`config.mk`:
```
export PLATFORM = sky130hd
export DESIGN_NAME = json_string_unescape_decoder_unit_flat
export DESIGN_NICKNAME = d
export VERILOG_FILES = /design/src/rtl/jsu_pkg.sv /design/src/rtl/jsu_in_if.sv /design/src/rtl/jsu_out_if.sv /design/src/rtl/json_string_unescape_decoder_unit.sv /design/src/rtl/jsu_decode.sv /design/src/rtl/jsu_outbuf.sv /design/src/flat_wrapper.sv
export SDC_FILE = /design/constraint.sdc
export NUM_CORES = 1
export LEC_CHECK = 0
export BUFFER_PORTS_ARGS = -buffer_cell sky130_fd_sc_hd__buf_2
export CORE_AREA = 2 2 69 98
export CTS_BUF_LIST = sky130_fd_sc_hd__clkbuf_16
export CTS_CLUSTER_DIAMETER = 50
export DETAILED_ROUTE_END_ITERATION = 10
export DIE_AREA = 0 0 71 100
export PLACE_DENSITY = 0.82
export SYNTH_ARGS = -nofsm -noshare
export SYNTH_HDL_FRONTEND = slang
export SYNTH_HIERARCHICAL = 1
export SYNTH_SLANG_ARGS = --single-unit
```
`constraint.sdc`:
```
create_clock -name i_clk -period 4.65 [get_ports i_clk]
set_input_delay 1.1625 -clock i_clk [delete_from_list [all_inputs] [get_ports i_clk]]
set_output_delay 1.1625 -clock i_clk [all_outputs]
set_load 0.02 [all_outputs]
```
`src/rtl/jsu_pkg.sv`:
```
package jsu_pkg;

    typedef enum logic [2:0] {
        MODE_WAIT = 3'd0,
        MODE_BODY = 3'd1,
        MODE_ESC  = 3'd2,
        MODE_HEX1 = 3'd3,
        MODE_HEX2 = 3'd4,
        MODE_HEX3 = 3'd5,
        MODE_HEX4 = 3'd6
    } t_mode;

    typedef enum logic [2:0] {
        ST_BYTE    = 3'd0,
        ST_DONE    = 3'd1,
        ST_NOQUOTE = 3'd2,
        ST_BADESC  = 3'd3,
        ST_BADHEX  = 3'd4,
        ST_ENDESC  = 3'd5,
        ST_ENDUNI  = 3'd6,
        ST_UNTERM  = 3'd7
    } t_status;

    localparam logic [7:0] CHAR_QUOTE     = 8'h22;
    localparam logic [7:0] CHAR_BACKSLASH = 8'h5C;
    localparam logic [7:0] CHAR_U         = 8'h75;

    localparam logic [15:0] UTF8_MAX1 = 16'h007F;
    localparam logic [15:0] UTF8_MAX2 = 16'h07FF;
    localparam logic [7:0]  UTF8_LEAD2 = 8'hC0;
    localparam logic [7:0]  UTF8_LEAD3 = 8'hE0;
    localparam logic [7:0]  UTF8_CONT  = 8'h80;
    localparam logic [5:0]  UTF8_MASK  = 6'h3F;

    typedef struct packed {
        logic [7:0] out_byte;
        logic [2:0] status;
        logic       last;
    } t_result;

    // Results produced by one accepted item, slot 0 goes out first.
    typedef struct packed {
        logic [1:0]        count;
        t_result [2:0]     res;
    } t_group;

    typedef struct packed {
        logic       valid;
        logic [3:0] value;
    } t_hex;

    function automatic t_hex hex_decode(input logic [7:0] c);
        t_hex h;
        h.valid = 1'b1;
        h.value = 4'd0;
        if (c inside {[8'h30:8'h39]}) begin
            h.value = 4'(c - 8'h30);
        end else if (c inside {[8'h61:8'h66]}) begin
            h.value = 4'(c - 8'h57);
        end else if (c inside {[8'h41:8'h46]}) begin
            h.value = 4'(c - 8'h37);
        end else begin
            h.valid = 1'b0;
        end
        return h;
    endfunction

    // Returns {known, byte} for the single-character escapes.
    function automatic logic [8:0] escape_decode(input logic [7:0] c);
        logic [8:0] r;
        case (c)
            8'h22:   r = {1'b1, 8'h22};
            8'h5C:   r = {1'b1, 8'h5C};
            8'h2F:   r = {1'b1, 8'h2F};
            8'h62:   r = {1'b1, 8'h08};
            8'h66:   r = {1'b1, 8'h0C};
            8'h6E:   r = {1'b1, 8'h0A};
            8'h72:   r = {1'b1, 8'h0D};
            8'h74:   r = {1'b1, 8'h09};
            default: r = {1'b0, 8'h00};
        endcase
        return r;
    endfunction

endpackage

```
`src/rtl/jsu_in_if.sv`:
```
interface jsu_in_if;
    logic       valid;
    logic       ready;
    logic [7:0] in_byte;
    logic       end_of_input;

    modport source (output valid, output in_byte, output end_of_input, input ready);
    modport sink   (input valid, input in_byte, input end_of_input, output ready);
endinterface

```
`src/rtl/jsu_out_if.sv`:
```
interface jsu_out_if;
    logic       valid;
    logic       ready;
    logic [7:0] out_byte;
    logic [2:0] status;
    logic       last;

    modport source (output valid, output out_byte, output status, output last, input ready);
    modport sink   (input valid, input out_byte, input status, input last, output ready);
endinterface

```
`src/rtl/json_string_unescape_decoder_unit.sv`:
```
// Decodes a quoted JSON string one byte per transfer on i_in and delivers decoded
// bytes, a done marker or an error code on o_out, with last set on the final result
// of each input byte. The first result of a byte appears in the cycle after its
// transfer. While o_out is ready, a byte is taken every cycle if each byte yields
// at most one result, and the three-slot output register drains one result per
// cycle; a \u escape that encodes to two or three UTF-8 bytes holds i_in until its
// last result leaves. Errors return the decoder to waiting for an opening quote.
module json_string_unescape_decoder_unit
    import jsu_pkg::*;
(
    input  logic i_clk,
    input  logic i_rst_n,
    jsu_in_if.sink    i_in,
    jsu_out_if.source o_out
);

    logic    accept;
    logic    in_ready;
    t_group  group;
    t_result result;

    assign i_in.ready = in_ready;
    assign accept     = i_in.valid && in_ready;

    jsu_decode u_decode (
        .i_clk    (i_clk),
        .i_rst_n  (i_rst_n),
        .i_accept (accept),
        .i_byte   (i_in.in_byte),
        .i_end    (i_in.end_of_input),
        .o_group  (group)
    );

    jsu_outbuf u_outbuf (
        .i_clk       (i_clk),
        .i_rst_n     (i_rst_n),
        .i_load      (accept),
        .i_group     (group),
        .i_out_ready (o_out.ready),
        .o_in_ready  (in_ready),
        .o_out_valid (o_out.valid),
        .o_result    (result)
    );

    assign o_out.out_byte = result.out_byte;
    assign o_out.status   = result.status;
    assign o_out.last     = result.last;

endmodule

```
`src/rtl/jsu_decode.sv`:
```
module jsu_decode
    import jsu_pkg::*;
(
    input  logic       i_clk,
    input  logic       i_rst_n,
    input  logic       i_accept,
    input  logic [7:0] i_byte,
    input  logic       i_end,
    output t_group     o_group
);

    t_mode       r_mode, n_mode;
    logic [11:0] r_acc, n_acc;

    t_hex        hex;
    logic [8:0]  esc;
    logic [15:0] cp;

    always_ff @(posedge i_clk) begin
        if (!i_rst_n) begin
            r_mode <= MODE_WAIT;
            r_acc  <= 12'd0;
        end else if (i_accept) begin
            r_mode <= n_mode;
            r_acc  <= n_acc;
        end
    end

    always_comb begin
        hex = hex_decode(i_byte);
        esc = escape_decode(i_byte);
        cp  = {r_acc, hex.value};

        n_mode  = r_mode;
        n_acc   = r_acc;
        o_group = '0;

        case (r_mode)
            MODE_BODY: begin
                if (i_end) begin
                    n_mode = MODE_WAIT;
                    n_acc  = 12'd0;
                    o_group.count  = 2'd1;
                    o_group.res[0] = '{out_byte: 8'd0, status: ST_UNTERM, last: 1'b1};
                end else if (i_byte == CHAR_QUOTE) begin
                    n_mode = MODE_WAIT;
                    o_group.count  = 2'd1;
                    o_group.res[0] = '{out_byte: 8'd0, status: ST_DONE, last: 1'b1};
                end else if (i_byte == CHAR_BACKSLASH) begin
                    n_mode = MODE_ESC;
                end else begin
                    o_group.count  = 2'd1;
                    o_group.res[0] = '{out_byte: i_byte, status: ST_BYTE, last: 1'b1};
                end
            end
            MODE_ESC: begin
                if (i_end) begin
                    n_mode = MODE_WAIT;
                    n_acc  = 12'd0;
                    o_group.count  = 2'd1;
                    o_group.res[0] = '{out_byte: 8'd0, status: ST_ENDESC, last: 1'b1};
                end else if (esc[8]) begin
                    n_mode = MODE_BODY;
                    o_group.count  = 2'd1;
                    o_group.res[0] = '{out_byte: esc[7:0], status: ST_BYTE, last: 1'b1};
                end else if (i_byte == CHAR_U) begin
                    n_mode = MODE_HEX1;
                    n_acc  = 12'd0;
                end else begin
                    n_mode = MODE_WAIT;
                    n_acc  = 12'd0;
                    o_group.count  = 2'd1;
                    o_group.res[0] = '{out_byte: 8'd0, status: ST_BADESC, last: 1'b1};
                end
            end
            MODE_HEX1, MODE_HEX2, MODE_HEX3, MODE_HEX4: begin
                if (i_end || !hex.valid) begin
                    n_mode = MODE_WAIT;
                    n_acc  = 12'd0;
                    o_group.count  = 2'd1;
                    o_group.res[0] = '{out_byte: 8'd0,
                                       status: i_end ? ST_ENDUNI : ST_BADHEX,
                                       last: 1'b1};
                end else if (r_mode != MODE_HEX4) begin
                    n_acc  = {r_acc[7:0], hex.value};
                    n_mode = t_mode'(r_mode + 3'd1);
                end else begin
                    n_mode = MODE_BODY;
                    n_acc  = 12'd0;
                    if (cp <= UTF8_MAX1) begin
                        o_group.count  = 2'd1;
                        o_group.res[0] = '{out_byte: cp[7:0], status: ST_BYTE, last: 1'b1};
                    end else if (cp <= UTF8_MAX2) begin
                        o_group.count  = 2'd2;
                        o_group.res[0] = '{out_byte: UTF8_LEAD2 | {3'd0, cp[10:6]},
                                           status: ST_BYTE, last: 1'b0};
                        o_group.res[1] = '{out_byte: UTF8_CONT | {2'd0, cp[5:0] & UTF8_MASK},
                                           status: ST_BYTE, last: 1'b1};
                    end else begin
                        o_group.count  = 2'd3;
                        o_group.res[0] = '{out_byte: UTF8_LEAD3 | {4'd0, cp[15:12]},
                                           status: ST_BYTE, last: 1'b0};
                        o_group.res[1] = '{out_byte: UTF8_CONT | {2'd0, cp[11:6] & UTF8_MASK},
                                           status: ST_BYTE, last: 1'b0};
                        o_group.res[2] = '{out_byte: UTF8_CONT | {2'd0, cp[5:0] & UTF8_MASK},
                                           status: ST_BYTE, last: 1'b1};
                    end
                end
            end
            default: begin
                // Waiting for the opening quote; the unused code behaves the same.
                n_mode = MODE_WAIT;
                if (!i_end) begin
                    if (i_byte == CHAR_QUOTE) begin
                        n_mode = MODE_BODY;
                    end else begin
                        n_acc = 12'd0;
                        o_group.count  = 2'd1;
                        o_group.res[0] = '{out_byte: 8'd0, status: ST_NOQUOTE, last: 1'b1};
                    end
                end
            end
        endcase
    end

endmodule

```
`src/rtl/jsu_outbuf.sv`:
```
module jsu_outbuf
    import jsu_pkg::*;
(
    input  logic    i_clk,
    input  logic    i_rst_n,
    input  logic    i_load,
    input  t_group  i_group,
    input  logic    i_out_ready,
    output logic    o_in_ready,
    output logic    o_out_valid,
    output t_result o_result
);

    t_result [2:0] r_slot, n_slot;
    logic [1:0]    r_cnt, n_cnt;
    logic          pop;

    assign o_out_valid = (r_cnt != 2'd0);
    assign o_result    = r_slot[0];
    assign pop         = o_out_valid && i_out_ready;
    // A new item may enter when no result is pending or when the last pending result leaves in this cycle.
    assign o_in_ready  = (r_cnt == 2'd0) || ((r_cnt == 2'd1) && i_out_ready);

    always_comb begin
        n_slot = r_slot;
        n_cnt  = r_cnt;
        if (i_load && i_group.count != 2'd0) begin
            n_slot = i_group.res;
            n_cnt  = i_group.count;
        end else if (pop) begin
            n_slot = {r_slot[2], r_slot[2], r_slot[1]};
            n_cnt  = r_cnt - 2'd1;
        end
    end

    always_ff @(posedge i_clk) begin
        if (!i_rst_n) begin
            r_cnt <= 2'd0;
        end else begin
            r_cnt <= n_cnt;
        end
    end

    always_ff @(posedge i_clk) begin
        r_slot <= n_slot;
    end

endmodule

```
`src/flat_wrapper.sv`:
```
// flat-port wrapper written by rule: the top's interface ports become plain ports
module json_string_unescape_decoder_unit_flat import jsu_pkg::*;
  (i_clk, i_rst_n, i_in_valid, i_in_in_byte, i_in_end_of_input, i_in_ready, o_out_valid, o_out_out_byte, o_out_status, o_out_last, o_out_ready);
  jsu_in_if i_in_i ();
  jsu_out_if o_out_i ();
  input  logic i_clk;
  input  logic i_rst_n;
  input wire logic [$bits(i_in_i.valid)-1:0] i_in_valid;
  input wire logic [$bits(i_in_i.in_byte)-1:0] i_in_in_byte;
  input wire logic [$bits(i_in_i.end_of_input)-1:0] i_in_end_of_input;
  output wire logic [$bits(i_in_i.ready)-1:0] i_in_ready;
  output wire logic [$bits(o_out_i.valid)-1:0] o_out_valid;
  output wire logic [$bits(o_out_i.out_byte)-1:0] o_out_out_byte;
  output wire logic [$bits(o_out_i.status)-1:0] o_out_status;
  output wire logic [$bits(o_out_i.last)-1:0] o_out_last;
  input wire logic [$bits(o_out_i.ready)-1:0] o_out_ready;
  assign i_in_i.valid = i_in_valid;
  assign i_in_i.in_byte = i_in_in_byte;
  assign i_in_i.end_of_input = i_in_end_of_input;
  assign i_in_ready = i_in_i.ready;
  assign o_out_valid = o_out_i.valid;
  assign o_out_out_byte = o_out_i.out_byte;
  assign o_out_status = o_out_i.status;
  assign o_out_last = o_out_i.last;
  assign o_out_i.ready = o_out_ready;
  json_string_unescape_decoder_unit u_core (.i_clk(i_clk), .i_rst_n(i_rst_n), .i_in(i_in_i), .o_out(o_out_i));
endmodule
```
Word-level counts from Yosys, hierarchy flattened
Cells that the tools add are included.
{ "op_classes": {"magnitude_cmp": 8, "shift": 0, "n_eq_ne": 22, "mul": 0, "n_reduce_logical": 17, "n_mux": 60, "n_addsub": 5, "n_div": 0, "bitwise": 0} }
{ "ops": {"columns": ["op", "count"], "rows": [
  ["two-way mux 12 bit", 15],
  ["two-way mux 24 bit", 4],
  ["case mux 12 bit (3 select lines)", 2],
  ["case mux 9 bit (8 select lines)", 1],
  ["equality test 8 x 7 -> 1 bit, second input constant", 7],
  ["two-way mux 38 bit", 1],
  ["two-way mux 36 bit", 1],
  ["two-way mux 3 bit", 8],
  ["two-way mux 22 bit", 1],
  ["equality test 8 x 6 -> 1 bit, second input constant", 2],
  [">= comparator 8 x 7 -> 1 bit, second input constant", 2],
  ["less-or-equal comparator 16 x 11 -> 1 bit, second input constant", 1],
  ["less-or-equal comparator 16 x 7 -> 1 bit, second input constant", 1],
  ["less-or-equal comparator 8 x 7 -> 1 bit, second input constant", 2],
  ["two-way mux 2 bit", 8],
  ["two-way mux 1 bit", 14],
  ["two-way mux 4 bit", 3],
  ["equality test 3 bit, second input constant", 3],
  ["case mux 3 bit (3 select lines)", 1],
  [">= comparator 8 x 6 -> 1 bit, second input constant", 1],
  ["less-or-equal comparator 8 x 6 -> 1 bit, second input constant", 1],
  ["subtractor 4 x 3 -> 4 bit, second input constant", 2],
  ["logical AND 1 bit", 7],
  ["equality test 3 x 2 -> 1 bit, second input constant", 2],
  ["18 further kinds", 22]
]} }
{ "word_totals": {"romBits": 0, "reg_bits": 53, "inputBits": 13, "mem_count": 0, "wordCells": 124, "latch_bits": 0, "mem_bits_rw": 0} }

Depth between registers and ports, before layout
Gate-level depths: netlist (run 1).
{ "depth": {"ltp_word": 14, "ltp_mapped": 13} }

Cells and area by module
The synthesis (run 1) kept the hierarchy.
{ "modules_own_cells": {"columns": ["module", "seq_area_each_um2", "cells_each", "area_each_um2", "n_inst"], "rows": [
  ["jsu_decode", 300.3, 274, 1950.6, 1],
  ["jsu_outbuf", 1121.1, 159, 1731.7, 1],
  ["json_string_unescape_decoder_unit", 0.0, 1, 6.3, 1]
]} }

Least setup slack after synthesis (run 1)
OpenSTA, ideal clock, no wires.
{ "synth_path": {"path_kind": "input -> register", "from": "input i_in_in_byte[0]", "to": "register u_core.u_outbuf.r_slot (netlist bit u_core/u_outbuf/o_result[0]), enable pin", "slack_ns": 0.769, "setup_time_ns": 0.425, "n_path_buf": 2, "arrival_time_ns": 3.456, "cell_stages": 11, "required_ns": 4.225, "path_cell_list": "inv_1 -> ha_1 -> and4b_1 -> o311ai_1 -> and4_1 -> buf_4 -> a21o_1 -> nand4b_1 -> o21ai_4 -> buf_4 -> nand2_1"} }
{ "synth_lines": {"columns": ["element", "line", "rtl"], "rows": [
  ["start, declared", "flat_wrapper.sv:9", "input wire logic [$bits(i_in_i.in_byte)-1:0] i_in_in_byte;"],
  ["end signal, assigned", "jsu_outbuf.sv:45", "r_slot <= n_slot;"],
  ["end, declared", "jsu_outbuf.sv:14", "t_result [2:0] r_slot, n_slot;"]
]} }

==> summary.md, run 1 <==
| Metric | Value |
|---|---|
| CP Class | primary input to flip-flop |
| Register area share after synthesis | 38.5% |
| Clock power frac | 21.9% |
| Final nets | 455 |
| P per Cell Area | 442 nW/µm² |
| CP startpoint kind | primary input |
| FFs w/ async S/R, synth | 0% |
| Hold depth | 2 |
| Final Max Tran Viols | 0 |
| Clock Skew | 0.00330 ns |
| I/O Buffers | 26 |
| Total GRT Usage | 22.9% |
| Final setup TNS | 0 ns |
| Max-Cap Viols | 0 |
| Worst slew pin tran | 0.849 ns |
| Status | complete, no violations |
| Antenna violations before repair | 0 |
| Post-Syn Area per Cell | 8.50 µm² |
| Antenna-violating nets left | 0 |
| CTS H-tree depth | 2 |
| Top FF cell, synth | edfxtp_1 |
| Die ar. | 7100 µm² |
| TritonCTS buffer count | 5 |
| Vias in the first global route | ~2,800 |
| Std cell rows | 35 |
| Grt total ovfl | 0 |
| Final HPWL DP | 5690 µm |
| Gpl congestion | 0.937 |
| F_max | 268 MHz |
| EDFF count, synth | 36 |
| Netlist cell types | 70 |
| CTS tree | done |
| Clock sink total | 53 |
| Die Height | about 100 µm |
| RSZ-0062 raised after global routing | no |
| Yosys warns | 6 |
| Endpoints failing setup | 0 |
| Leakage dissipation | approximately 0.0016 µW |
| # DRC | 0 |
| Global-route wire length before repair | 12,900 µm |
| Setup crit end kind | flip-flop |
| Area grow syn2layout | 3.63% |
| Hold crit path type | flip-flop to flip-flop |
| CP max FO | 48 |
| Final WL | 7860 µm |
| Mapped Cells | 434 |
| Synth Register Bits | 53 |
| Sw power | 604 µW |
| Comb power frac | 33.8% |
| Hold Crit Start | u_core/u_outbuf/r_cnt[1] |
| Worst-path clk slew | ~0.07 ns |
| Mapped cell area | 3690 µm² |
| Share of cells above drive strength 1 | 11.7% |
| Clk buf depth | 2 |
| Util after Layout | about three fifths |
| Routed len/inst | between 15 and 20 µm |
| Num ports | 27 |
| Area leader, netlist | edfxtp_1 |
| Post-CTS Resized | 0 |
| Most frequent cell after synthesis | nand2_1 |
| Clk Latency, worst-skew pair | 0.29 ns |
| Clk root buf | clkbuf_16 |
| Post-CTS Setup Bufs | 0 |
| Initial Util | 58.1% |
| Vias per cell | 5.99 |
| Seq pwr share | between 40% and 50% |
| DR vias | 3,054 |
| Die Wd | 71 µm |
| Hold buffers post-CTS | 0 |
| Commonest cells post-synth | nand2_1 (118), edfxtp_1 (36), buf_4 (25), a21oi_1 (20) |
| Worst hold endpoint | u_core/u_outbuf/r_cnt[1] |
| Fin. Hold Viols | 0 |
| Sw Ratio | 35.8% |
| Largest net degree at the start of global routing | 49 |
| Slew headroom | a little over two fifths |
| RR Endpoint | u_core/u_outbuf/r_slot[31] |
| Worst Reg-to-Reg Cells | 7 |
| Ranking of synthesized cells by area | edfxtp_1 (29%), nand2_1 (12%), dfxtp_1 (9.2%), buf_4 (5.1%), and2_1 (3.1%) |
| Final Power | roughly 1700 µW |
| Reg-to-reg startpoint | u_core/u_decode/r_acc[3] |
| Final period utilization | 80.3% |
| Iteration-0 DRC count of the detailed router | 187 |
| Minimum clock period | 3.73 ns |
| Top-area cell type share of the netlist area | 29.3% |
| Core Footprint | roughly 6300 µm² |
| Worst Path Required | 4.70 ns |
| Worst IR drop on VDD | roughly 0.26 mV |
| ANT cells | 0 |
| DRT Pass-1 Iters | 5 |
| Worst endpoint data arrival time | ~3.8 ns |
| Reg2Reg Setup Slack | 1.76 ns |
| Internal power | approximately 1100 µW |
-- placed cells by master (no fill, tap or decap), types with 8 or more instances in the layout --
master,synthesis,final
nand2_1,118,118
edfxtp_1,36,36
buf_2,5,26
a21oi_1,20,20
and2_1,18,18
nor2_1,18,18
dfxtp_1,17,17
nand3_1,14,14
inv_1,11,11
mux2i_1,11,11
and3_1,8,8
nand4_1,8,8
conb_1,1,8
-- registers in the layout (all words and copies together) (netlist names) --
| signal | flops |
|---|---|
| u_core/u_decode/r_acc | 12 |
| u_core/u_decode/r_mode | 3 |
| u_core/u_outbuf/o_result | 12 |
| u_core/u_outbuf/r_cnt | 2 |
| u_core/u_outbuf/r_slot | 24 |
-- worst max-delay path, stage by stage --
cell and delay [ns]:
buf_2 0.17, inv_1 0.10, ha_1 0.24, and4b_1 0.20, o311ai_1 0.33, and4_1 0.42
a21o_1 0.19, nand4b_1 0.19, o21ai_4 0.31, inv_4 0.22, and2_1 0.23
-- final cells by class --
type | instances | area [µm²]
fillers | 528 | 2530
multi-input cells | 332 | 1950
flip-flops and latches | 53 | 1420
repair buffers | 30 | 160
clock buffers | 5 | 125
well taps | 74 | 92.6
inverters | 13 | 51.3
clock inverters | 3 | 21.3
-- logic make-up after synthesis --
kind of cell,share of synthesized area [%]
AND/OR/NAND/NOR,31.7
AO/OA/AOI/OAI,13.9
buffers and inverters,9.29
flip-flops,38.5
multiplexers,3.60
adder cells (fa/ha/maj),2.37
XOR/XNOR,0.475
other,0.102
-- worst max-delay path by stage --
stage | from | to | slack (ns) | cells past startpoint
final | i_in_in_byte[0] | u_core/u_outbuf/r_slot[31] | 0.92 | 11
after global routing | i_in_in_byte[0] | u_core/u_outbuf/r_slot[19] | 0.73 | 12
after CTS | i_in_in_byte[0] | u_core/u_outbuf/r_slot[31] | 0.93 | 11
after detailed placement | i_in_in_byte[0] | u_core/u_outbuf/r_slot[31] | 0.61 | 11
after global placement | i_in_in_byte[0] | u_core/u_outbuf/r_slot[33] | 0.78 | 11
after floorplan | i_in_in_byte[0] | u_core/u_outbuf/o_result[0] | 0.77 | 11
-- routing by layer --
layer	share of wire, %	global-route usage [%]
met3	4.5	3.51
met1	42	27.8
met5	0	0
met2	48	37.9
met4	4.9	13.8
-- per-stage QoR --
stage	hold slack [ns]	area, µm²	setup slack, ns	cells
global placement	0.480	3680	0.775	502
CTS	0.488	3820	0.926	510
detailed placement	0.477	3680	0.610	502
finish	0.485	3820	0.918	510
global route	0.531	3820	0.730	510
floorplan	0.456	3710	0.769	441
-- power by group through the flow --
stage / clock (µW) / sequential, µW / combinational (µW)
after floorplan: 0 / 742 / 532
after global placement: 0 / 755 / 555
after detailed placement: 0 / 760 / 570
after CTS: 374 / 751 / 573
after global routing: 397 / 762 / 629
final: 369 / 749 / 570
(Power assumes the default switching activity.)
==> run 2, diff against run 1 <==
- clock period: 4.65 -> 3.55 ns (I/O delays scaled with it)
==> summary.md, run 2 (synthesis results as in run 1) <==
| Metric | Value |
|---|---|
| Area of the multi-input gates | 1960 µm² (+0.45%) |
| Internal power | 1510 µW (+39%) |
| Worst Reg-to-Reg Cells | 8 (+1) |
| Most frequent cells in the layout | nand2_1 (117), edfxtp_1 (36), buf_2 (26) |
| Status | complete, no violations |
| Max FFs per register | 24 (unchanged) |
| Most common cell after layout, fill and taps aside | nand2_1 |
| ANT cells | 0 (unchanged) |
| Final HPWL DP | 5800 µm (+1.8%) |
| Initial Util | 58.1% (unchanged) |
| Sw power | 791 µW (+31%) |
| Slew headroom | 54.6% (+12 points) |
| Fin. Hold Viols | 0 (unchanged) |
| Clk root buf | clkbuf_16 |
| Final nets | 461 (+1.3%) |
| Gpl congestion | 0.957 (+2.2%) |
| # DRC | 0 (unchanged) |
| Minimum clock period | 3.31 ns |
| Post-Layout Cell Count | 516 (+1.2%) |
| Clock sink total | 53 (unchanged) |
| Die Wd | 71 µm (unchanged) |
| Std cell rows | 35 (unchanged) |
| Sw Ratio | 34.4% (-1.4 points) |
| Hold depth | 2 (unchanged) |
| Grt total ovfl | 0 (unchanged) |
| I/O Buffers | 26 (unchanged) |
| Largest net degree at the start of global routing | 49 (unchanged) |
| RSZ-0062 raised after global routing | no |
| Max-Cap Viols | 0 (unchanged) |
| Num ports | 27 (unchanged) |
| Largest reg by FF count | u_core/u_outbuf/r_slot |
| Routed len/inst | 15.4 µm (+0.26%) |
| Worst slew pin tran | 0.675 ns (-0.174 ns) |
| Final Max Tran Viols | 0 (unchanged) |
| Reg-to-reg startpoint | u_core/u_decode/r_acc[11] |
| Setup crit end kind | flip-flop |
| Seq pwr share | 42.7% (-1.7 points) |
| Clock power frac | 23.6% (+1.7 points) |
| Fin Hold WS | 0.495 ns (+0.0102 ns) |
| CTS H-tree depth | 2 (unchanged) |
| Worst endpoint data arrival time | 3.35 ns (-0.44 ns) |
| Clock Skew | 0.00312 ns (-0.000177 ns) |
| CP Class | primary input to flip-flop |
| Die Height | 100 µm (unchanged) |
| DR vias | 3,102 (+1.6%) |
| CP max FO | 48 (unchanged) |
| Reg2Reg Setup Slack | 0.88 ns (-0.88 ns) |
| Fillers | 534 (+1.1%) |
| Final setup margin | 0.245 ns (-0.673 ns) |
| Final WL | 7970 µm (+1.4%) |
| P per Cell Area | 589 nW/µm² (+33%) |
| DRT Pass-1 Iters | 5 (unchanged) |
| Vias in the first global route | 2,780 (-2.2%) |
| Global-route wire length before repair | 13,000 µm (+0.91%) |
| Area grow syn2layout | 6.00% |
| Share of cells above drive strength 1 | 12.9% (+1.2 points) |
| Worst-path clk slew | 0.06 ns (about the same) |
| Flip-flop and latch area | 1420 µm² (unchanged) |
| Iteration-0 DRC count of the detailed router | 218 (+17%) |
| TritonCTS buffer count | 5 (unchanged) |
| Comb power frac | 33.7% (about the same) |
| Hold crit path type | flip-flop to flip-flop |
| Worst hold endpoint | u_core/u_outbuf/r_cnt[1] |
| Post-CTS Setup Bufs | 0 (unchanged) |
| Clk buf depth | 2 (unchanged) |
| CP startpoint kind | primary input |
| Antenna violations before repair | 0 (unchanged) |
| Total GRT Usage | 22.9% (+0.029 points) |
| Worst setup slack after placement | -0.106 ns (-0.716 ns) |
| RR Endpoint | u_core/u_outbuf/r_slot[30] |
| CTS tree | done |
| Worst Path Required | 3.59 ns (-1.11 ns) |
| Core Footprint | 6350 µm² (unchanged) |
| Final period utilization | roughly 93% |
| Final Power | 2300 µW (+36%) |
| Vias per cell | 6.01 (+0.39%) |
| F_max | 303 MHz |
| Hold buffers post-CTS | 0 (unchanged) |
| Hold Crit Start | u_core/u_outbuf/r_cnt[1] |
| Endpoints failing setup | 0 (unchanged) |
| Clk Latency, worst-skew pair | 0.29 ns (about the same) |
| Die ar. | 7100 µm² (unchanged) |
| Placed insts | 508 (+1.2%) |
| Worst IR drop on VDD | 0.319 mV (+24%) |
| Antenna-violating nets left | 0 (unchanged) |
| Leakage dissipation | 0.00162 µW (+3.0%) |
-- run 2: what timing repair did --
action                     CTS  global route
setup endpoints to repair    0            24
hold endpoints to repair     0             0
resized for setup            0             1
-- run 2: power by group through the flow --
stage               clock, µW  combinational (µW)  sequential [µW]
floorplan                   0                 700              971
finish                    542                 777              983
detailed placement          0                 773              995
CTS                       552                 776              982
global placement            0                 755              991
global route              571                 858              998
-- run 2: how the worst max path moves through the flow --
stage	end	slack, ns	depth (start not counted)	start
after detailed placement	u_core/u_outbuf/r_slot[30]	-0.11	11	i_in_in_byte[0]
after global placement	u_core/u_outbuf/r_slot[33]	0.07	11	i_in_in_byte[0]
after CTS	u_core/u_outbuf/r_slot[24]	0.19	11	i_in_in_byte[0]
after floorplan	u_core/u_outbuf/o_result[0]	0.19	11	i_in_in_byte[0]
final	u_core/u_outbuf/r_slot[30]	0.24	11	i_in_in_byte[0]
after global routing	u_core/u_outbuf/r_slot[31]	0.09	11	i_in_in_byte[0]
-- run 2: final cells by class --
class / instances / share of cell area [%]
multi-input cells: 332 / 50.1
flip-flops and latches: 53 / 36.4
repair buffers: 36 / 5.57
clock buffers: 5 / 3.20
well taps: 74 / 2.37
inverters: 13 / 1.31
clock inverters: 3 / 1.09
-- run 2: worst max-delay path: stages --
cell      delay (ns)
buf_2           0.17
inv_1           0.10
ha_1            0.24
and4b_1         0.21
o311ai_1        0.35
and4_1          0.26
a21o_1          0.15
nand4b_1        0.20
o21ai_4         0.31
inv_4           0.22
and2_1          0.23
-- run 2: stage by stage --
step                cell area (µm²)  TNS, ns  util (%)
finish                         3910        0      61.6
global route                   3910        0      61.6
floorplan                      3720        0         -
global placement               3740        0      58.8
detailed placement             3740    -1.96      58.8
CTS                            3900        0      61.5
-- run 2: per-layer routing --
metal / vias to the layer above / GRT usage (%) / share of wire (%)
met4: 0 / 11.2 / 3.3
met5: - / 0 / 0
met2: 97 / 39.5 / 50
li1: 1534 / - / -
met1: 1452 / 28.0 / 42
met3: 19 / 2.81 / 3.8
